===== config.mk =====
export PLATFORM = sky130hd
export DESIGN_NAME = calendar_date_arithmetic_flat
export DESIGN_NICKNAME = d
export VERILOG_FILES = /design/src/cda_pkg.sv /design/src/cda_if.sv /design/src/cda_dp.sv /design/src/cda_ctrl.sv /design/src/calendar_date_arithmetic.sv /design/src/flat_wrapper.sv
export SDC_FILE = /design/constraint.sdc
export NUM_CORES = 1
export LEC_CHECK = 0
export BUFFER_PORTS_ARGS = -buffer_cell sky130_fd_sc_hd__buf_4
export CORE_UTILIZATION = 55
export CTS_BUF_LIST = sky130_fd_sc_hd__clkbuf_16
export DETAILED_ROUTE_END_ITERATION = 8
export PLACE_DENSITY_LB_ADDON = 0.2
export SLEW_MARGIN = 20
export SYNTH_ARGS = -nofsm -noshare
export SYNTH_HDL_FRONTEND = slang
export SYNTH_HIERARCHICAL = 1
export SYNTH_SLANG_ARGS = --single-unit

===== constraint.sdc =====
create_clock -name clk_i -period 6.7 [get_ports clk_i]
set_input_delay 1.34 -clock clk_i [delete_from_list [all_inputs] [get_ports clk_i]]
set_output_delay 1.34 -clock clk_i [all_outputs]
set_load 0.01 [all_outputs]

===== src/cda_pkg.sv =====
package cda_pkg;

  // Year range and the last day number (31 December of the last year).
  localparam logic [11:0] FIRST_YEAR  = 12'd1970;
  localparam logic [11:0] LAST_YEAR   = 12'd2099;
  localparam logic [15:0] LAST_DAYNUM = 16'd47481;

  // Operation codes.
  localparam logic [1:0] OP_ADD  = 2'd0;
  localparam logic [1:0] OP_SUB  = 2'd1;
  localparam logic [1:0] OP_DIFF = 2'd2;
  localparam logic [1:0] OP_NONE = 2'd3;

  // Status codes.
  localparam logic [1:0] ST_OK    = 2'd0;
  localparam logic [1:0] ST_BAD1  = 2'd1;
  localparam logic [1:0] ST_BAD2  = 2'd2;
  localparam logic [1:0] ST_RANGE = 2'd3;

  // Commands from the controller to the datapath.
  typedef struct packed {
    logic       load;
    logic       conv_init;
    logic       conv_sel;
    logic       conv_step;
    logic       keep_n1;
    logic       back_init;
    logic       yback_step;
    logic       mback_step;
    logic       res_date;
    logic       res_diff;
    logic       res_err;
    logic [1:0] err_code;
    logic       out_load;
  } cmd_t;

  // Status from the datapath to the controller.
  typedef struct packed {
    logic [1:0] op;
    logic       valid1;
    logic       valid2;
    logic       conv_done;
    logic       range_ok;
    logic       yback_done;
    logic       mback_done;
  } sts_t;

  // Leap year test. Within 1970..2099 the only century year is 2000, which
  // is divisible by 400 and therefore leap, so the divisible-by-4 test is
  // exact over the whole range.
  function automatic logic is_leap(logic [11:0] y);
    return y[1:0] == 2'b00;
  endfunction

  function automatic logic [8:0] year_len(logic [11:0] y);
    return is_leap(y) ? 9'd366 : 9'd365;
  endfunction

  function automatic logic [4:0] days_in_month(logic [3:0] m, logic [11:0] y);
    logic [4:0] len;
    case (m)
      4'd1, 4'd3, 4'd5, 4'd7, 4'd8, 4'd10, 4'd12: len = 5'd31;
      4'd4, 4'd6, 4'd9, 4'd11: len = 5'd30;
      4'd2: len = is_leap(y) ? 5'd29 : 5'd28;
      default: len = 5'd0;
    endcase
    return len;
  endfunction

  // Days in the year before the first of month m.
  function automatic logic [8:0] days_before_month(logic [3:0] m, logic [11:0] y);
    logic [8:0] base;
    case (m)
      4'd1:    base = 9'd0;
      4'd2:    base = 9'd31;
      4'd3:    base = 9'd59;
      4'd4:    base = 9'd90;
      4'd5:    base = 9'd120;
      4'd6:    base = 9'd151;
      4'd7:    base = 9'd181;
      4'd8:    base = 9'd212;
      4'd9:    base = 9'd243;
      4'd10:   base = 9'd273;
      4'd11:   base = 9'd304;
      4'd12:   base = 9'd334;
      default: base = 9'd0;
    endcase
    if (m > 4'd2 && is_leap(y)) begin
      base = base + 9'd1;
    end
    return base;
  endfunction

  function automatic logic date_ok(logic [4:0] d, logic [3:0] m, logic [11:0] y);
    return (y >= FIRST_YEAR) && (y <= LAST_YEAR) && (m >= 4'd1) && (m <= 4'd12) &&
           (d >= 5'd1) && (d <= days_in_month(m, y));
  endfunction

endpackage


===== src/cda_if.sv =====
// Request channel: one operation with its two dates and day count.
interface cda_in_if;
  logic        valid;
  logic        ready;
  logic [1:0]  op;
  logic [4:0]  day;
  logic [3:0]  month;
  logic [11:0] year;
  logic [4:0]  other_day;
  logic [3:0]  other_month;
  logic [11:0] other_year;
  logic [15:0] count;

  modport source (
    output valid, op, day, month, year, other_day, other_month, other_year, count,
    input  ready
  );
  modport sink (
    input  valid, op, day, month, year, other_day, other_month, other_year, count,
    output ready
  );
endinterface

// Response channel: resulting date, day difference and status.
interface cda_out_if;
  logic               valid;
  logic               ready;
  logic [4:0]         result_day;
  logic [3:0]         result_month;
  logic [11:0]        result_year;
  logic signed [16:0] difference;
  logic [1:0]         status;

  modport source (
    output valid, result_day, result_month, result_year, difference, status,
    input  ready
  );
  modport sink (
    input  valid, result_day, result_month, result_year, difference, status,
    output ready
  );
endinterface


===== src/cda_dp.sv =====
module cda_dp (
  input  logic               clk_i,
  input  logic               rst_ni,
  input  cda_pkg::cmd_t      cmd_i,
  input  logic [1:0]         op_i,
  input  logic [4:0]         day_i,
  input  logic [3:0]         month_i,
  input  logic [11:0]        year_i,
  input  logic [4:0]         other_day_i,
  input  logic [3:0]         other_month_i,
  input  logic [11:0]        other_year_i,
  input  logic [15:0]        count_i,
  output cda_pkg::sts_t      sts_o,
  output logic [4:0]         result_day_o,
  output logic [3:0]         result_month_o,
  output logic [11:0]        result_year_o,
  output logic signed [16:0] difference_o,
  output logic [1:0]         status_o
);

  // Latched request.
  logic [1:0]  op_q;
  logic [4:0]  d1_q, d2_q;
  logic [3:0]  m1_q, m2_q;
  logic [11:0] y1_q, y2_q;
  logic [15:0] cnt_q;

  // Walker: day number accumulator, current year and month, target year.
  logic [15:0] acc_q;
  logic [11:0] wy_q;
  logic [3:0]  wm_q;
  logic [11:0] tgt_q;
  logic [15:0] n1_q;

  // Staged result and output registers.
  logic [4:0]         res_day_q, out_day_q;
  logic [3:0]         res_month_q, out_month_q;
  logic [11:0]        res_year_q, out_year_q;
  logic signed [16:0] res_diff_q, out_diff_q;
  logic [1:0]         res_st_q, out_st_q;

  logic [4:0]  dsel;
  logic [3:0]  msel;
  logic [11:0] ysel;
  logic [8:0]  doy;
  logic [8:0]  ylen;
  logic [4:0]  mlen;
  logic [16:0] sum;
  logic        is_add;

  // Day of year of the selected date, counted from zero.
  always_comb begin
    dsel = cmd_i.conv_sel ? d2_q : d1_q;
    msel = cmd_i.conv_sel ? m2_q : m1_q;
    ysel = cmd_i.conv_sel ? y2_q : y1_q;
    doy  = cda_pkg::days_before_month(msel, ysel) + {4'd0, dsel} - 9'd1;
  end

  assign ylen   = cda_pkg::year_len(wy_q);
  assign mlen   = cda_pkg::days_in_month(wm_q, wy_q);
  assign sum    = {1'b0, acc_q} + {1'b0, cnt_q};
  assign is_add = (op_q == cda_pkg::OP_ADD);

  // Status back to the controller.
  always_comb begin
    sts_o.op         = op_q;
    sts_o.valid1     = cda_pkg::date_ok(d1_q, m1_q, y1_q);
    sts_o.valid2     = cda_pkg::date_ok(d2_q, m2_q, y2_q);
    sts_o.conv_done  = (wy_q == tgt_q);
    sts_o.range_ok   = is_add ? (sum <= {1'b0, cda_pkg::LAST_DAYNUM}) : (cnt_q <= acc_q);
    sts_o.yback_done = (acc_q < {7'd0, ylen}) || (wy_q >= cda_pkg::LAST_YEAR);
    sts_o.mback_done = (acc_q < {11'd0, mlen}) || (wm_q >= 4'd12);
  end

  // Request latch and the year/month walker.
  always_ff @(posedge clk_i) begin
    if (cmd_i.load) begin
      op_q  <= op_i;
      d1_q  <= day_i;
      m1_q  <= month_i;
      y1_q  <= year_i;
      d2_q  <= other_day_i;
      m2_q  <= other_month_i;
      y2_q  <= other_year_i;
      cnt_q <= count_i;
    end
    if (cmd_i.keep_n1) begin
      n1_q <= acc_q;
    end
    if (cmd_i.conv_init) begin
      acc_q <= {7'd0, doy};
      wy_q  <= cda_pkg::FIRST_YEAR;
      tgt_q <= ysel;
    end else if (cmd_i.conv_step) begin
      acc_q <= acc_q + {7'd0, ylen};
      wy_q  <= wy_q + 12'd1;
    end else if (cmd_i.back_init) begin
      acc_q <= is_add ? sum[15:0] : (acc_q - cnt_q);
      wy_q  <= cda_pkg::FIRST_YEAR;
      wm_q  <= 4'd1;
    end else if (cmd_i.yback_step) begin
      acc_q <= acc_q - {7'd0, ylen};
      wy_q  <= wy_q + 12'd1;
    end else if (cmd_i.mback_step) begin
      acc_q <= acc_q - {11'd0, mlen};
      wm_q  <= wm_q + 4'd1;
    end
  end

  // Result staging and the output register.
  always_ff @(posedge clk_i or negedge rst_ni) begin
    if (!rst_ni) begin
      res_day_q   <= '0;
      res_month_q <= '0;
      res_year_q  <= '0;
      res_diff_q  <= '0;
      res_st_q    <= cda_pkg::ST_OK;
      out_day_q   <= '0;
      out_month_q <= '0;
      out_year_q  <= '0;
      out_diff_q  <= '0;
      out_st_q    <= cda_pkg::ST_OK;
    end else begin
      if (cmd_i.res_date) begin
        res_day_q   <= acc_q[4:0] + 5'd1;
        res_month_q <= wm_q;
        res_year_q  <= wy_q;
        res_diff_q  <= '0;
        res_st_q    <= cda_pkg::ST_OK;
      end else if (cmd_i.res_diff) begin
        res_day_q   <= '0;
        res_month_q <= '0;
        res_year_q  <= '0;
        res_diff_q  <= $signed({1'b0, n1_q} - {1'b0, acc_q});
        res_st_q    <= cda_pkg::ST_OK;
      end else if (cmd_i.res_err) begin
        res_day_q   <= '0;
        res_month_q <= '0;
        res_year_q  <= '0;
        res_diff_q  <= '0;
        res_st_q    <= cmd_i.err_code;
      end
      if (cmd_i.out_load) begin
        out_day_q   <= res_day_q;
        out_month_q <= res_month_q;
        out_year_q  <= res_year_q;
        out_diff_q  <= res_diff_q;
        out_st_q    <= res_st_q;
      end
    end
  end

  assign result_day_o   = out_day_q;
  assign result_month_o = out_month_q;
  assign result_year_o  = out_year_q;
  assign difference_o   = out_diff_q;
  assign status_o       = out_st_q;

`ifndef SYNTH
  // The forward walk never passes the year of the date being converted.
  a_conv_bound: assert property (@(posedge clk_i) disable iff (!rst_ni)
    cmd_i.conv_step |-> wy_q < tgt_q)
    else $error("forward year walk ran past its target year");

  // The backward year walk stops at the last year of the range.
  a_yback_bound: assert property (@(posedge clk_i) disable iff (!rst_ni)
    cmd_i.yback_step |-> wy_q < cda_pkg::LAST_YEAR)
    else $error("backward year walk left the year range");

  // A finished month walk leaves a day offset that fits in a month.
  a_day_bound: assert property (@(posedge clk_i) disable iff (!rst_ni)
    cmd_i.res_date |-> acc_q < 16'd31)
    else $error("day offset out of range at end of month walk");
`endif

endmodule


===== src/cda_ctrl.sv =====
module cda_ctrl (
  input  logic          clk_i,
  input  logic          rst_ni,
  input  logic          in_valid_i,
  output logic          in_ready_o,
  output logic          out_valid_o,
  input  logic          out_ready_i,
  input  cda_pkg::sts_t sts_i,
  output cda_pkg::cmd_t cmd_o
);

  localparam logic [2:0] S_IDLE  = 3'd0;
  localparam logic [2:0] S_CHECK = 3'd1;
  localparam logic [2:0] S_CONV1 = 3'd2;
  localparam logic [2:0] S_CONV2 = 3'd3;
  localparam logic [2:0] S_YBACK = 3'd4;
  localparam logic [2:0] S_MBACK = 3'd5;
  localparam logic [2:0] S_DONE  = 3'd6;

  logic [2:0] state_q, state_d;
  logic       out_vld_q, out_vld_d;
  logic       slot_free;

  assign slot_free = !out_vld_q || out_ready_i;

  // Next state and commands.
  always_comb begin
    state_d = state_q;
    cmd_o   = '0;
    case (state_q)
      S_IDLE: begin
        if (in_valid_i) begin
          cmd_o.load = 1'b1;
          state_d    = S_CHECK;
        end
      end
      S_CHECK: begin
        if (sts_i.op == cda_pkg::OP_NONE) begin
          cmd_o.res_err  = 1'b1;
          cmd_o.err_code = cda_pkg::ST_OK;
          state_d        = S_DONE;
        end else if (!sts_i.valid1) begin
          cmd_o.res_err  = 1'b1;
          cmd_o.err_code = cda_pkg::ST_BAD1;
          state_d        = S_DONE;
        end else if (sts_i.op == cda_pkg::OP_DIFF && !sts_i.valid2) begin
          cmd_o.res_err  = 1'b1;
          cmd_o.err_code = cda_pkg::ST_BAD2;
          state_d        = S_DONE;
        end else begin
          cmd_o.conv_init = 1'b1;
          state_d         = S_CONV1;
        end
      end
      S_CONV1: begin
        if (!sts_i.conv_done) begin
          cmd_o.conv_step = 1'b1;
        end else if (sts_i.op == cda_pkg::OP_DIFF) begin
          cmd_o.keep_n1   = 1'b1;
          cmd_o.conv_init = 1'b1;
          cmd_o.conv_sel  = 1'b1;
          state_d         = S_CONV2;
        end else if (!sts_i.range_ok) begin
          cmd_o.res_err  = 1'b1;
          cmd_o.err_code = cda_pkg::ST_RANGE;
          state_d        = S_DONE;
        end else begin
          cmd_o.back_init = 1'b1;
          state_d         = S_YBACK;
        end
      end
      S_CONV2: begin
        if (!sts_i.conv_done) begin
          cmd_o.conv_step = 1'b1;
        end else begin
          cmd_o.res_diff = 1'b1;
          state_d        = S_DONE;
        end
      end
      S_YBACK: begin
        if (!sts_i.yback_done) begin
          cmd_o.yback_step = 1'b1;
        end else begin
          state_d = S_MBACK;
        end
      end
      S_MBACK: begin
        if (!sts_i.mback_done) begin
          cmd_o.mback_step = 1'b1;
        end else begin
          cmd_o.res_date = 1'b1;
          state_d        = S_DONE;
        end
      end
      S_DONE: begin
        if (slot_free) begin
          cmd_o.out_load = 1'b1;
          state_d        = S_IDLE;
        end
      end
      default: begin
        state_d = S_IDLE;
      end
    endcase
  end

  // Output valid: set on a load, cleared when the response is taken.
  always_comb begin
    out_vld_d = out_vld_q;
    if (cmd_o.out_load) begin
      out_vld_d = 1'b1;
    end else if (out_ready_i) begin
      out_vld_d = 1'b0;
    end
  end

  always_ff @(posedge clk_i or negedge rst_ni) begin
    if (!rst_ni) begin
      state_q   <= S_IDLE;
      out_vld_q <= 1'b0;
    end else begin
      state_q   <= state_d;
      out_vld_q <= out_vld_d;
    end
  end

  assign in_ready_o  = (state_q == S_IDLE);
  assign out_valid_o = out_vld_q;

`ifndef SYNTH
  // A response only appears after the controller has finished an item.
  a_out_from_done: assert property (@(posedge clk_i) disable iff (!rst_ni)
    $rose(out_vld_q) |-> $past(state_q) == S_DONE)
    else $error("response valid raised outside the done state");
`endif

endmodule


===== src/calendar_date_arithmetic.sv =====
// Gregorian date arithmetic over 1970-01-01 .. 2099-12-31.
// Request channel req_i carries op, the first date, the second date and a
// day count; response channel rsp_o carries the resulting date, the signed
// day difference and a status code. Both use valid/ready; a request is
// taken on a clock edge with valid and ready high.
// One request is handled at a time. A date is turned into a day number by
// stepping one year per cycle from 1970, and a day number back into a date
// by stepping one year per cycle and then one month per cycle; that walk
// sets the latency. An invalid date or op 3 is answered straight after the
// check, an add or subtract that leaves the range after converting the
// first date, an add or subtract after converting the first date and
// walking back to the result year and then the result month, and a
// difference after converting both dates.
// The next request is taken in the cycle after the response is loaded.
// The response sits in an output register; if the receiver stalls, the
// next finished response waits in the datapath and the request channel
// stays not ready until the output register is free.
// Reset clears the controller, the output valid and the response fields.
module calendar_date_arithmetic (
  input logic      clk_i,
  input logic      rst_ni,
  cda_in_if.sink   req_i,
  cda_out_if.source rsp_o
);

  cda_pkg::cmd_t cmd;
  cda_pkg::sts_t sts;

  // Sequencer.
  cda_ctrl u_ctrl (
    .clk_i       (clk_i),
    .rst_ni      (rst_ni),
    .in_valid_i  (req_i.valid),
    .in_ready_o  (req_i.ready),
    .out_valid_o (rsp_o.valid),
    .out_ready_i (rsp_o.ready),
    .sts_i       (sts),
    .cmd_o       (cmd)
  );

  // Date walker and result registers.
  cda_dp u_dp (
    .clk_i          (clk_i),
    .rst_ni         (rst_ni),
    .cmd_i          (cmd),
    .op_i           (req_i.op),
    .day_i          (req_i.day),
    .month_i        (req_i.month),
    .year_i         (req_i.year),
    .other_day_i    (req_i.other_day),
    .other_month_i  (req_i.other_month),
    .other_year_i   (req_i.other_year),
    .count_i        (req_i.count),
    .sts_o          (sts),
    .result_day_o   (rsp_o.result_day),
    .result_month_o (rsp_o.result_month),
    .result_year_o  (rsp_o.result_year),
    .difference_o   (rsp_o.difference),
    .status_o       (rsp_o.status)
  );

endmodule


===== src/flat_wrapper.sv =====
// flat-port wrapper written by rule: the top's interface ports become plain ports
module calendar_date_arithmetic_flat 
  (clk_i, rst_ni, req_i_valid, req_i_op, req_i_day, req_i_month, req_i_year, req_i_other_day, req_i_other_month, req_i_other_year, req_i_count, req_i_ready, rsp_o_valid, rsp_o_result_day, rsp_o_result_month, rsp_o_result_year, rsp_o_difference, rsp_o_status, rsp_o_ready);
  cda_in_if req_i_i ();
  cda_out_if rsp_o_i ();
  input logic clk_i;
  input logic rst_ni;
  input wire logic [$bits(req_i_i.valid)-1:0] req_i_valid;
  input wire logic [$bits(req_i_i.op)-1:0] req_i_op;
  input wire logic [$bits(req_i_i.day)-1:0] req_i_day;
  input wire logic [$bits(req_i_i.month)-1:0] req_i_month;
  input wire logic [$bits(req_i_i.year)-1:0] req_i_year;
  input wire logic [$bits(req_i_i.other_day)-1:0] req_i_other_day;
  input wire logic [$bits(req_i_i.other_month)-1:0] req_i_other_month;
  input wire logic [$bits(req_i_i.other_year)-1:0] req_i_other_year;
  input wire logic [$bits(req_i_i.count)-1:0] req_i_count;
  output wire logic [$bits(req_i_i.ready)-1:0] req_i_ready;
  output wire logic [$bits(rsp_o_i.valid)-1:0] rsp_o_valid;
  output wire logic [$bits(rsp_o_i.result_day)-1:0] rsp_o_result_day;
  output wire logic [$bits(rsp_o_i.result_month)-1:0] rsp_o_result_month;
  output wire logic [$bits(rsp_o_i.result_year)-1:0] rsp_o_result_year;
  output wire logic [$bits(rsp_o_i.difference)-1:0] rsp_o_difference;
  output wire logic [$bits(rsp_o_i.status)-1:0] rsp_o_status;
  input wire logic [$bits(rsp_o_i.ready)-1:0] rsp_o_ready;
  assign req_i_i.valid = req_i_valid;
  assign req_i_i.op = req_i_op;
  assign req_i_i.day = req_i_day;
  assign req_i_i.month = req_i_month;
  assign req_i_i.year = req_i_year;
  assign req_i_i.other_day = req_i_other_day;
  assign req_i_i.other_month = req_i_other_month;
  assign req_i_i.other_year = req_i_other_year;
  assign req_i_i.count = req_i_count;
  assign req_i_ready = req_i_i.ready;
  assign rsp_o_valid = rsp_o_i.valid;
  assign rsp_o_result_day = rsp_o_i.result_day;
  assign rsp_o_result_month = rsp_o_i.result_month;
  assign rsp_o_result_year = rsp_o_i.result_year;
  assign rsp_o_difference = rsp_o_i.difference;
  assign rsp_o_status = rsp_o_i.status;
  assign rsp_o_i.ready = rsp_o_ready;
  calendar_date_arithmetic u_core (.clk_i(clk_i), .rst_ni(rst_ni), .req_i(req_i_i), .rsp_o(rsp_o_i));
endmodule

Word level (Yosys, flattened, before mapping)
Memories as Yosys holds them, arrays and structs flattened.
Cells that the tools add are included.
Widths: inputs -> output; s select.
{ "word_totals": {"regBits": 204, "latchBits": 0, "mem_bits_rw": 0, "romBits": 144, "input_bits": 64, "out_inout_bits": 42, "wordCells": 234, "n_memories": 1} }
{ "classes": {"n_addsub": 12, "n_mul": 0, "div": 0, "n_lt_le_gt_ge": 19, "eq_ne": 52, "n_shift": 0, "muxes": 84, "bitwise_logic": 2, "n_reduce_logical": 38} }
{ "memory_table": {"columns": ["name", "words", "width", "read_ports", "rd_ports_with_merged_regs", "write_ports", "line", "source"], "rows": [
  ["(name not given)", 16, 9, 1, 0, 0, "cda_pkg.sv:73", "case (m)"]
]} }
{ "op_table": {"columns": ["cell", "count"], "rows": [
  ["$mux 12", 7],
  ["$mux 16", 5],
  ["$eq 4x4->1 const B", 15],
  ["$mux 17", 3],
  ["$eq 4x3->1 const B", 12],
  ["$mux 3", 16],
  ["$pmux 5 s3", 3],
  ["$mux 1", 25],
  ["$eq 4x2->1 const B", 6],
  ["$ge 12x11->1 const B", 2],
  ["$le 12x12->1 const B", 2],
  ["$mux 4", 6],
  ["$pmux 3 s7", 1],
  ["$reduce_or 7->1", 3],
  ["$mux 2", 10],
  ["$mux 5", 4],
  ["$mux 9", 2],
  ["$add 16x16->17", 1],
  ["$le 17x16->1 const B", 1],
  ["$sub 16x16->17", 1],
  ["$add 16x9->16", 1],
  ["$le 16x16->1", 1],
  ["$lt 16x5->1", 1],
  ["$lt 16x9->1", 1],
  ["other kinds (40)", 78]
]} }

Logic depth before layout (Yosys ltp)
Gate-level depths: netlist of the first run.
{ "depth": {"word_depth": 15, "depth_mapped": 29} }

Modules after synthesis
The synthesis of the first run kept the hierarchy.
{ "by_module_without_submodules": {"columns": ["mod", "instances", "cells_per_inst", "area_per_inst_um2", "seq_area_each_um2"], "rows": [
  ["cda_dp", 1, 1208, 12418.2, 5415.2],
  ["cda_ctrl", 1, 61, 452.9, 100.1]
]} }

Worst setup path before layout of the first run
OpenSTA, ideal clock, no wires.
{ "synth_path": {"kind": "register to register", "startpoint": "register u_core.u_dp.wy_q[1]", "endpoint": "register u_core.u_dp.acc_q[7] (data pin)", "setup_time_ns": 0.264, "arrival_time_ns": 6.126, "t_required_ns": 6.436, "path_slack_ns": 0.310, "stages_incl_launch_ff": 28, "n_path_buf": 3, "cell_sequence": "dfxtp_1 -> clkbuf_1 -> xnor2_1 -> nand4_1 -> nor3_1 -> nand2_1 -> or3_4 -> nor2_1 -> buf_4 -> buf_6 -> mux2i_1 -> ha_1 -> nand2_1 -> a31oi_1 -> ha_1 -> inv_1 -> or4b_4 -> xor2_1 -> ha_1 -> inv_1 -> ha_1 -> inv_1 -> o21bai_1 -> a21o_1 -> a21oi_1 -> xnor2_1 -> a21oi_1 -> a31oi_1"} }
{ "synth_rtl": {"columns": ["item", "line", "source"], "rows": [
  ["start, declared", "cda_dp.sv:30", "logic [11:0] wy_q;"],
  ["start signal, assigned", "cda_dp.sv:92", "wy_q <= cda_pkg::FIRST_YEAR;"],
  ["start signal, assigned", "cda_dp.sv:96", "wy_q <= wy_q + 12'd1;"],
  ["start signal, assigned", "cda_dp.sv:99", "wy_q <= cda_pkg::FIRST_YEAR;"],
  ["end signal, assigned", "cda_dp.sv:91", "acc_q <= {7'd0, doy};"],
  ["end signal, assigned", "cda_dp.sv:95", "acc_q <= acc_q + {7'd0, ylen};"],
  ["end signal, assigned", "cda_dp.sv:98", "acc_q <= is_add ? sum[15:0] : (acc_q - cnt_q);"],
  ["end, declared", "cda_dp.sv:29", "logic [15:0] acc_q;"]
]} }

==> flow_summary.json, run 1 <==
{
  "switching_share_pct": 20.66,
  "synth_flop_cell": "edfxtp_1",
  "p_sw_mw": 0.5221,
  "cts_root_buf": "clkbuf_16",
  "cts_tree": "yes",
  "max_slew_margin_pct": 31.84,
  "antenna_found_initial": 0,
  "ys_ff_latch": 204,
  "path_class": "flip-flop to flip-flop",
  "startpoint_type": "flip-flop",
  "areaGrowthSynthToFinish_pct": 14.31,
  "routed_wl_mm": 29.76,
  "finalSetupViolCount": 0,
  "yosys_warnings": 6,
  "yosysTopAreaCell": "edfxtp_1",
  "multi_input_area_um2": 6823,
  "hp-class": "flip-flop to flip-flop",
  "whs_ns": 0.4788,
  "p_int_mw": 2.005,
  "place_ws_ns": 0.4700,
  "post-cts-setup-buffers": 0,
  "fin_nets": 1525,
  "dr.pass1.iters": 6,
  "grt_pass1_wl_mm": 48.07,
  "p_leak_nw": 6.263,
  "async_flop_share_pct": 41.18,
  "postCtsHoldBufs": 0,
  "p_seq_share_pct": 51.9,
  "place.detailed.hpwl_mm": 22.25,
  "grt_use_total_pct": 24.92,
  "routedWlPerCell_um": 17.62,
  "initial_core_util_pct": 56.51,
  "fillers": 1866,
  "max_freq_ghz": 0.1633,
  "finalCriticalPeriod_ns": 6.123,
  "drv_slew": 0,
  "clkLatencyLatePin_ns": 0.52,
  "r2r_start": "u_core/u_dp/wy_q[1]",
  "drtIter0Drc": 822,
  "cts.sinks": 204,
  "core_area_um2": 22780,
  "tightest_slew_ns": 1.015,
  "p_per_area_nw_per_um2": 171.7,
  "skew_ns": 0.01133,
  "portBuffers": 105,
  "yosys.area_share.adder_pct": 10.32,
  "die_x_um": 155.0,
  "h-tree-depth": 1,
  "grt_max_degree": 85,
  "yosysUniqueCellTypes": 82,
  "ir_worst_vdd_mv": 0.3125,
  "synth_mux_area_share_pct": 6.455,
  "synth_common_cells": "edfxtp_1, ha_1, dfrtp_1",
  "avgSynthCellArea_um2": 10.14,
  "cts_buffer_depth": 3,
  "cp.arrival_ns": 6.39,
  "rsz0062_at_grt": "false",
  "reg2regPathDepth": 24,
  "syn_area_um2": 12870,
  "seq_area_frac_synth_pct": 42.85,
  "clkPwrFrac_pct": 46.6,
  "worstSetupEndpointType": "flip-flop",
  "clk_pin_slew_ns": 0.06,
  "r2r_setup_slack_ns": 0.58,
  "period_share_pct": 91.39,
  "outcome": "completed",
  "drive_above_1_share_pct": 17.81,
  "grt_pass1_vias": 9147,
  "drc": 0,
  "via_per_inst": 5.902,
  "seqCellArea_um2": 5515,
  "crit_fanout": 10,
  "synth.most_common_cell": "edfxtp_1",
  "rows": 55,
  "hold_viol": 0,
  "synth-simple-area-share_pct": 13.61,
  "die_h_um": 155.0,
  "diodes": 0,
  "cp-endpoint": "u_core/u_dp/acc_q[7]",
  "setup_ws_ns": 0.5767,
  "startpoint": "u_core/u_dp/wy_q[1]",
  "synth_top_family_by_area": "compound AO/OA/AOI/OAI gates",
  "synth_edf_count": 101,
  "power_frac_comb_pct": 1.5,
  "netlist.area_leader.share_pct": 23.56,
  "r2r-end": "u_core/u_dp/acc_q[7]",
  "required_ns": 6.96,
  "synth_xor_area_share_pct": 5.376,
  "dieArea_um2": 24020,
  "synth-compound-area-share_pct": 16.89,
  "num_vias": 9968,
  "syn_nets": 1435,
  "finalSetupTns_ns": 0,
  "syn_inst": 1269,
  "maxCapViolCount": 0,
  "synth_area_leaders": "edfxtp_1, dfrtp_1, ha_1",
  "ant_nets": 0,
  "io_pins": 106,
  "grt-ovfl-total": 0,
  "globalplace.congestion": 0.9388,
  "numCtsBuffers": 23
}
-- flip-flops by register name (all words and copies together), names as in the netlist, 5 cells and up --
register	count
u_core/u_dp/n1_q	16
u_core/u_dp/y1_q	12
u_core/u_dp/result_year_o	12
u_core/u_dp/cnt_q	16
u_core/u_dp/d1_q	5
u_core/u_dp/d2_q	5
u_core/u_dp/difference_o	17
u_core/u_dp/res_day_q	5
u_core/u_dp/res_year_q	12
u_core/u_dp/tgt_q	12
u_core/u_dp/y2_q	12
u_core/u_dp/acc_q	16
u_core/u_dp/res_diff_q	17
u_core/u_dp/wy_q	12
u_core/u_dp/result_day_o	5
-- cell usage in the layout, fill, tap and decap left out, types with 7 or more instances in the layout --
cell type and n:
or3_1 7, clkbuf_16 23, nor2_1 81, o21ai_0 54
inv_1 85, and3_1 12, nor4_1 12, nor3_1 32
a211oi_1 23, fa_1 7, mux2_2 53, ha_1 95
a21o_1 16, mux2i_1 21, nand4_1 16, buf_4 125
dfxtp_1 19, nand2b_1 17, a21oi_1 76, dfrtp_1 84
xnor2_1 53, nor2b_1 20, o21a_1 8, edfxtp_1 101
o211ai_1 10, o21bai_1 10, or2_2 8, xor2_1 26
nand3_1 24, o31ai_1 17, a31oi_1 20, nand2_1 68
a22o_1 27
-- cell type report --
cell class              count  area share (%)
well taps                 313           2.662
clock buffers              23           3.912
clock inverters            19          0.9184
repair buffers            126           6.455
flip-flops and latches    204           37.49
multi-input cells         918           46.37
inverters                  86           2.194
-- worst min path at each step --
stage                          startpoint                    endpoint  cells after the start
2_1_floorplan  u_core/u_dp/res_diff_q[14]  u_core/u_dp/res_diff_q[14]                      2
3_3_place_gp    u_core/u_dp/res_diff_q[4]   u_core/u_dp/res_diff_q[4]                      2
3_5_place_dp    u_core/u_dp/res_diff_q[5]   u_core/u_dp/res_diff_q[5]                      2
4_1_cts         u_core/u_dp/res_diff_q[5]   u_core/u_dp/res_diff_q[5]                      2
5_1_grt         u_core/u_dp/res_diff_q[5]   u_core/u_dp/res_diff_q[5]                      2
6_report        u_core/u_dp/res_diff_q[5]   u_core/u_dp/res_diff_q[5]                      2
-- repair_timing --
item	in CTS	in global routing
endpoints found under the hold margin	0	0
endpoints found under the setup margin	0	2
gates resized for setup	0	1
-- worst max-delay path, stage by stage, from the launching register on --
cell and delay, ns:
dfxtp_1 0.50, xnor2_1 0.16, nand4_1 0.14, nor3_1 0.47, nand2_1 0.16, or3_4 0.40
nor2_4 0.34, mux2i_2 0.52, ha_1 0.29, nand2_1 0.10, a31oi_1 0.29, ha_1 0.20
inv_1 0.06, or4b_4 0.56, xor2_1 0.18, ha_1 0.28, inv_1 0.04, ha_1 0.28
inv_1 0.10, o21bai_1 0.12, a21o_1 0.20, a21oi_1 0.17, xnor2_1 0.08, a21oi_1 0.15
a31oi_1 0.05
-- through the flow --
step                utilization (%)  power [mW]  instances  instance area [um^2]
global placement              61.43       1.374       1647                 13990
floorplan                         -       1.337       1269                 12870
detailed placement            61.43       1.374       1647                 13990
CTS                           64.55       2.556       1689                 14700
global route                  64.59       2.609       1689                 14710
finish                        64.59       2.527       1689                 14710
-- cell families (layout without fill, tap and decap cells) --
logic type,after synthesis,count (layout)
compound gates,323,323
xor+xnor,79,79
fa+ha+maj,102,102
buf+inv,147,254
flops,204,204
mux,76,76
simple gates,338,338
-- routing by layer --
layer	GRT usage (%)	wire length [um]	vias to the layer above
li1	-	-	4868
met1	37.19	14190	4717
met2	37.97	13120	335
met3	2.953	1774	48
met4	7.308	678	0
met5	0	0	-
-- power by group through the flow --
stage               Combinational (mW)  Clock, mW  Sequential, mW
floorplan                     0.000321          0            1.34
global placement                0.0377          0            1.34
detailed placement              0.0381          0            1.34
CTS                             0.0382       1.21            1.31
global route                    0.0415       1.26            1.31
finish                          0.0373       1.18            1.31
Note: power is estimated with default switching activity, not from simulation.
==> run 2: changes to the inputs <==
--- a/config.mk
+++ b/config.mk
@@ -6,7 +6,7 @@
 export NUM_CORES = 1
 export LEC_CHECK = 0
 export BUFFER_PORTS_ARGS = -buffer_cell sky130_fd_sc_hd__buf_4
-export CORE_UTILIZATION = 55
+export CORE_UTILIZATION = 61
 export CTS_BUF_LIST = sky130_fd_sc_hd__clkbuf_16
 export DETAILED_ROUTE_END_ITERATION = 8
 export PLACE_DENSITY_LB_ADDON = 0.2
==> constraint.sdc (replaced) <==
create_clock -name clk_i -period 5.8 [get_ports clk_i]
set_input_delay 1.16 -clock clk_i [delete_from_list [all_inputs] [get_ports clk_i]]
set_output_delay 1.16 -clock clk_i [all_outputs]
set_load 0.01 [all_outputs]
==> run 2 against run 1 <==
Utilization rose by 8.6 points; flip-flop and latch count unchanged; final area up 1.6%; die area down 9.7%; sequential share of layout area is 0.56 points lower; maximum frequency is 11% higher; critical endpoint unchanged; largest cell class unchanged.
==> flow_summary.json, run 2 (synthesis results as in run 1) <==
{
  "cts_root_buf": "clkbuf_16",
  "grt_pass1_wl_mm": 48.60,
  "reg2regPathDepth": 24,
  "required_ns": 6.15,
  "layout_common_cells": "buf_4, edfxtp_1, ha_1, inv_1, dfrtp_1",
  "num_vias": 10200,
  "layout_commonest_cell": "buf_4",
  "cts_buffer_depth": 3,
  "worstHoldEndpoint": "u_core/u_dp/res_diff_q[14]",
  "areaGrowthSynthToFinish_pct": 16.12,
  "drc": 0,
  "grt_pass1_vias": 9527,
  "fin_nets": 1559,
  "dr.pass1.iters": 7,
  "outcome": "completed",
  "via_per_inst": 6.071,
  "path_class": "flip-flop to flip-flop",
  "max_freq_ghz": 0.1806,
  "cp.arrival_ns": 5.89,
  "r2r-end": "u_core/u_dp/acc_q[7]",
  "r2r_start": "u_core/u_dp/wy_q[10]",
  "die_h_um": 147.3,
  "ant_nets": 0,
  "tightest_slew_ns": 0.9163,
  "startpoint_type": "flip-flop",
  "multi_input_area_um2": 6827,
  "drv_slew": 0,
  "hold_path.startpoint": "u_core/u_dp/res_diff_q[14]",
  "p_per_area_nw_per_um2": 197.1,
  "maxCapViolCount": 0,
  "fillers": 1533,
  "grt_max_degree": 85,
  "seqCellArea_um2": 5519,
  "h-tree-depth": 1,
  "antenna_found_initial": 0,
  "fin_area_um2": 14950,
  "globalplace.congestion": 0.9404,
  "core_area_um2": 20430,
  "rows": 52,
  "drive_above_1_share_pct": 20.14,
  "ir_worst_vdd_mv": 0.2979,
  "grt_use_total_pct": 27.78,
  "clk_pin_slew_ns": 0.06,
  "finalSetupViolCount": 0,
  "initial_core_util_pct": 63.00,
  "die_x_um": 147.3,
  "max_slew_margin_pct": 37.34,
  "dieArea_um2": 21690,
  "worstSetupEndpointType": "flip-flop",
  "cts.sinks": 204,
  "portBuffers": 105,
  "grt-ovfl-total": 0,
  "period_share_pct": 95.46,
  "hold_path_depth": 2,
  "p_leak_nw": 6.463,
  "diodes": 0,
  "cts_tree": "yes",
  "io_pins": 106,
  "finalCriticalPeriod_ns": 5.537,
  "routed_wl_mm": 30.23,
  "place.detailed.hpwl_mm": 22.59,
  "numCtsBuffers": 23,
  "hp-class": "flip-flop to flip-flop",
  "skew_ns": 0.01687,
  "routedWlPerCell_um": 18.00,
  "r2r_setup_slack_ns": 0.26,
  "hold_viol": 0,
  "drtIter0Drc": 748,
  "finalSetupTns_ns": 0,
  "crit_fanout": 12,
  "clkLatencyLatePin_ns": 0.52,
  "placement.cell_area_um2": 14160
}
[run 2: stage by stage]
step	hold WS [ns]	util, %	cells	setup WS [ns]	total power [mW]
global placement	0.4572	69.32	1633	0.2968	1.586
CTS	0.4867	72.91	1675	0.1050	2.975
global route	0.5176	73.16	1680	-0.03725	3.035
floorplan	0.4429	-	1269	0.01584	1.544
finish	0.4895	73.16	1680	0.2631	2.946
detailed placement	0.4654	69.32	1633	0.1628	1.587
[run 2: layout make-up]
| type | instances | area share, % |
|---|---|---|
| Clock buffer | 25 | 4.186 |
| Clock inverter | 17 | 0.7283 |
| Tap cell | 270 | 2.260 |
| Sequential cell | 204 | 36.93 |
| Inverter | 86 | 2.160 |
| Timing Repair Buffer | 160 | 8.062 |
| Multi-Input combinational cell | 918 | 45.68 |
[run 2: worst max-delay path by stage]
stage / startpoint / end / slack (ns)
final: u_core/u_dp/wy_q[10] / u_core/u_dp/acc_q[7] / 0.26
after global routing: u_core/u_dp/wy_q[10] / u_core/u_dp/acc_q[7] / -0.04
after detailed placement: u_core/u_dp/wy_q[1] / u_core/u_dp/acc_q[7] / 0.16
after global placement: u_core/u_dp/wy_q[1] / u_core/u_dp/acc_q[7] / 0.30
after floorplan: u_core/u_dp/wy_q[1] / u_core/u_dp/acc_q[7] / 0.02
after CTS: u_core/u_dp/wy_q[1] / u_core/u_dp/acc_q[7] / 0.11
[run 2: what timing repair did]
item	4_1_cts	5_1_grt
hold buffers	0	0
gates resized for setup	0	4
setup buffers	0	5
hold endpoints to repair	0	0
setup endpoints to repair	0	3
[run 2: layer usage]
metal	global-route usage, %	share of wire [%]	wire length [um]	vias to the layer above
met4	6.959	2.0	592	0
li1	-	-	-	4926
met1	40.81	47	14120	4862
met3	2.640	5.7	1720	48
met5	0	0	0	-
met2	44.29	46	13800	364
[run 2: critical path: stages (launching register included)]
cell and delay, ns:
dfxtp_1 0.45, xnor2_1 0.15, nand4_1 0.13, nor3_2 0.23
nand2_1 0.11, or3_4 0.39, nor2_4 0.27, mux2_2 0.48
nor2_1 0.20, a211oi_1 0.07, a31oi_1 0.24, ha_1 0.20
inv_1 0.05, or4b_4 0.56, xor2_1 0.18, ha_1 0.28
inv_1 0.04, ha_1 0.28, inv_1 0.11, o21bai_1 0.12
a21o_1 0.19, a21oi_1 0.17, xnor2_1 0.15, a21oi_1 0.09
a31oi_1 0.20
[run 2: power breakdown]
group / total (mW) / switching, mW / internal (mW) / leakage (nW)
sequential: 1.51 / 0.0000000000000000283 / 1.51 / 2.23
combinational: 0.0429 / 0.0162 / 0.0267 / 3.85
clock: 1.39 / 0.599 / 0.790 / 0.384
==> run 3: changes to the inputs <==
--- a/config.mk
+++ b/config.mk
@@ -5,8 +5,9 @@
 export SDC_FILE = /design/constraint.sdc
 export NUM_CORES = 1
 export LEC_CHECK = 0
+export ABC_AREA = 1
 export BUFFER_PORTS_ARGS = -buffer_cell sky130_fd_sc_hd__buf_4
-export CORE_UTILIZATION = 61
+export CORE_UTILIZATION = 62
 export CTS_BUF_LIST = sky130_fd_sc_hd__clkbuf_16
 export DETAILED_ROUTE_END_ITERATION = 8
 export PLACE_DENSITY_LB_ADDON = 0.2
==> run 3 against run 2 <==
Clock skew is 0.00066 ns lower; non-clock buffer count fell by 36; synthesized cell count is 41% higher; maximum frequency up 8.3%; wire length up 18%; worst hold slack worse by 0.052 ns; critical path depth is 8 higher; via count grew 21%; combinational power grew to 110 times the previous value; clock power barely moved; highest routed layer unchanged.
==> flow_summary.json, run 3 <==
{
  "die_x_um": 151.7,
  "grt_use_total_pct": 31.14,
  "diodes": 0,
  "clk_pin_slew_ns": 0.07,
  "cts.sinks": 204,
  "cts-resized-gates": 0,
  "layout_commonest_cell": "nand2_1",
  "yosys_warnings": 6,
  "place.detailed.hpwl_mm": 27.50,
  "synth_area_leaders": "edfxtp_1, dfrtp_1, nand2_1",
  "fillers": 1812,
  "seq_area_frac_synth_pct": 39.69,
  "grt-ovfl-total": 0,
  "layout_common_cells": "nand2_1, inv_1, nor2_1, nand3_1, buf_4",
  "routedWlPerCell_um": 16.40,
  "required_ns": 6.06,
  "drtIter0Drc": 951,
  "synth_common_cells": "nand2_1, inv_1, nor2_1",
  "ant_nets": 0,
  "syn_inst": 1789,
  "crit_fanout": 9,
  "fin_nets": 2051,
  "p_total_mw": 8.150,
  "h-tree-depth": 1,
  "yosysUniqueCellTypes": 61,
  "grt_max_degree": 80,
  "utilization_pct": 71.47,
  "synth_flop_cell": "edfxtp_1",
  "worstSetupEndpointType": "flip-flop",
  "grt_pass1_vias": 11484,
  "skew_ns": 0.01620,
  "path_common_cell": "nand2_1",
  "r2r_setup_slack_ns": 0.69,
  "drv_slew": 0,
  "ir_worst_vdd_mv": 0.2895,
  "syn_area_um2": 13890,
  "drive_above_1_share_pct": 12.26,
  "synth_edf_count": 101,
  "hp-class": "primary input to async pin",
  "core_area_um2": 21890,
  "clkLatencyLatePin_ns": 0.52,
  "cp.arrival_ns": 5.38,
  "portBuffers": 105,
  "dieArea_um2": 23010,
  "cts_root_buf": "clkbuf_16",
  "async_flop_share_pct": 41.18,
  "numCtsBuffers": 22,
  "synth.most_common_cell": "nand2_1",
  "max_slew_margin_pct": 35.29,
  "crit_slowest_cell": "dfxtp_1",
  "antenna_found_initial": 0,
  "globalplace.congestion": 1.002,
  "die_h_um": 151.7,
  "netlist.area_leader.share_pct": 21.83,
  "initial_core_util_pct": 63.47,
  "finalSetupViolCount": 0,
  "outcome": "completed",
  "cts_buffer_depth": 3,
  "io_pins": 106,
  "path_class": "flip-flop to flip-flop",
  "max_freq_ghz": 0.1955,
  "startpoint_type": "flip-flop",
  "yosysTopAreaCell": "edfxtp_1",
  "dr.pass1.iters": 6,
  "rows": 54,
  "num_vias": 12329,
  "rsz0062_at_grt": "false",
  "p_leak_nw": 7.660,
  "drc": 0,
  "cts_tree": "yes",
  "period_share_pct": 88.18,
  "finalCriticalPeriod_ns": 5.115,
  "tightest_slew_ns": 0.9707,
  "setup_ws_ns": 0.6853,
  "areaGrowthSynthToFinish_pct": 12.61,
  "critPathMaxStageDelay_ns": 0.47,
  "place_ws_ns": 0.8113,
  "avgSynthCellArea_um2": 7.767,
  "syn_nets": 1955,
  "via_per_inst": 5.653,
  "ys_ff_latch": 204,
  "routed_wl_mm": 35.77,
  "finalSetupTns_ns": 0,
  "hold_viol": 0,
  "maxCapViolCount": 0,
  "p_per_area_nw_per_um2": 520.9,
  "grt_pass1_wl_mm": 56.57,
  "post-cts-setup-buffers": 0,
  "postCtsHoldBufs": 0
}
[run 3: cell count changes after synthesis, sizes merged, moves of 15 or more]
cell | before | now
nor2 | 82 | 160
xnor2 | 53 | 17
a22o | 27 | 4
inv | 85 | 248
nor2b | 20 | 1
a211oi | 23 | 3
mux2 | 53 | 34
nand3 | 24 | 126
nand2b | 17 | 0
nand2 | 68 | 455
a31oi | 20 | 5
mux2i | 23 | 2
a21oi | 78 | 108
o21ai | 57 | 118
[run 3: path summary, 6_finish.rpt]
| path | from | endpoint | cells after the start |
|---|---|---|---|
| max | u_core/u_dp/wy_q[6] | u_core/u_dp/acc_q[7] | 32 |
| min | rst_ni | u_core/u_dp/difference_o[9] | 1 |
| max reg2reg | u_core/u_dp/wy_q[6] | u_core/u_dp/acc_q[7] | 32 |
| min reg2reg | u_core/u_dp/res_diff_q[10] | u_core/u_dp/res_diff_q[10] | 2 |
| max in group asynchronous | rst_ni | u_core/u_dp/result_year_o[4] | 2 |
| min in group clk_i | u_core/u_dp/res_diff_q[10] | u_core/u_dp/res_diff_q[10] | 2 |
[run 3: worst max-delay path, delay by kind of cell, from the launching register on]
kind | cells | cell delay [ns]
compound gates | 6 | 0.79
simple gates | 14 | 1.70
buf+inv | 6 | 0.43
flops | 1 | 0.47
xor+xnor | 2 | 0.29
fa+ha+maj | 4 | 1.14
[run 3: cells by family after synthesis]
group	after synthesis	share of synthesized area, %
AO/OA/AOI/OAI	298	12.40
adder cells (fa/ha/maj)	102	9.563
buffers and inverters	306	8.807
flip-flops	204	39.69
XOR/XNOR	39	2.458
AND/OR/NAND/NOR	804	24.18
multiplexers	36	2.900
[run 3: cell type report]
cell class / count / area, um^2 / area share [%]
multi-input cells: 1279 / 7191 / 45.96
clock inverters: 17 / 127.6 / 0.8157
repair buffers: 124 / 930.9 / 5.950
flip-flops and latches: 204 / 5515 / 35.25
clock buffers: 23 / 575.6 / 3.679
well taps: 280 / 350.3 / 2.239
inverters: 254 / 955.9 / 6.110
[run 3: where the power goes]
part,internal [mW],total [mW],switching (mW)
clock,0.770,1.36,0.588
sequential,1.94,2.26,0.322
combinational,1.55,4.54,2.98
[run 3: routing by layer]
metal	vias up	global-route usage, %	part of all wire [%]
met4	0	8.119	2.6
met2	477	51.82	46
met1	5674	42.70	44
li1	6108	-	-
met3	70	4.072	6.8
met5	-	0	0
[run 3: stage by stage]
step           area, um^2  hold slack [ns]  cells
3_3_place_gp        14940           0.4595   2141
6_report            15650           0.4377   2181
3_5_place_dp        14940           0.4680   2141
5_1_grt             15650           0.4301   2181
4_1_cts             15650           0.4300   2181
2_1_floorplan       13900           0.4434   1789
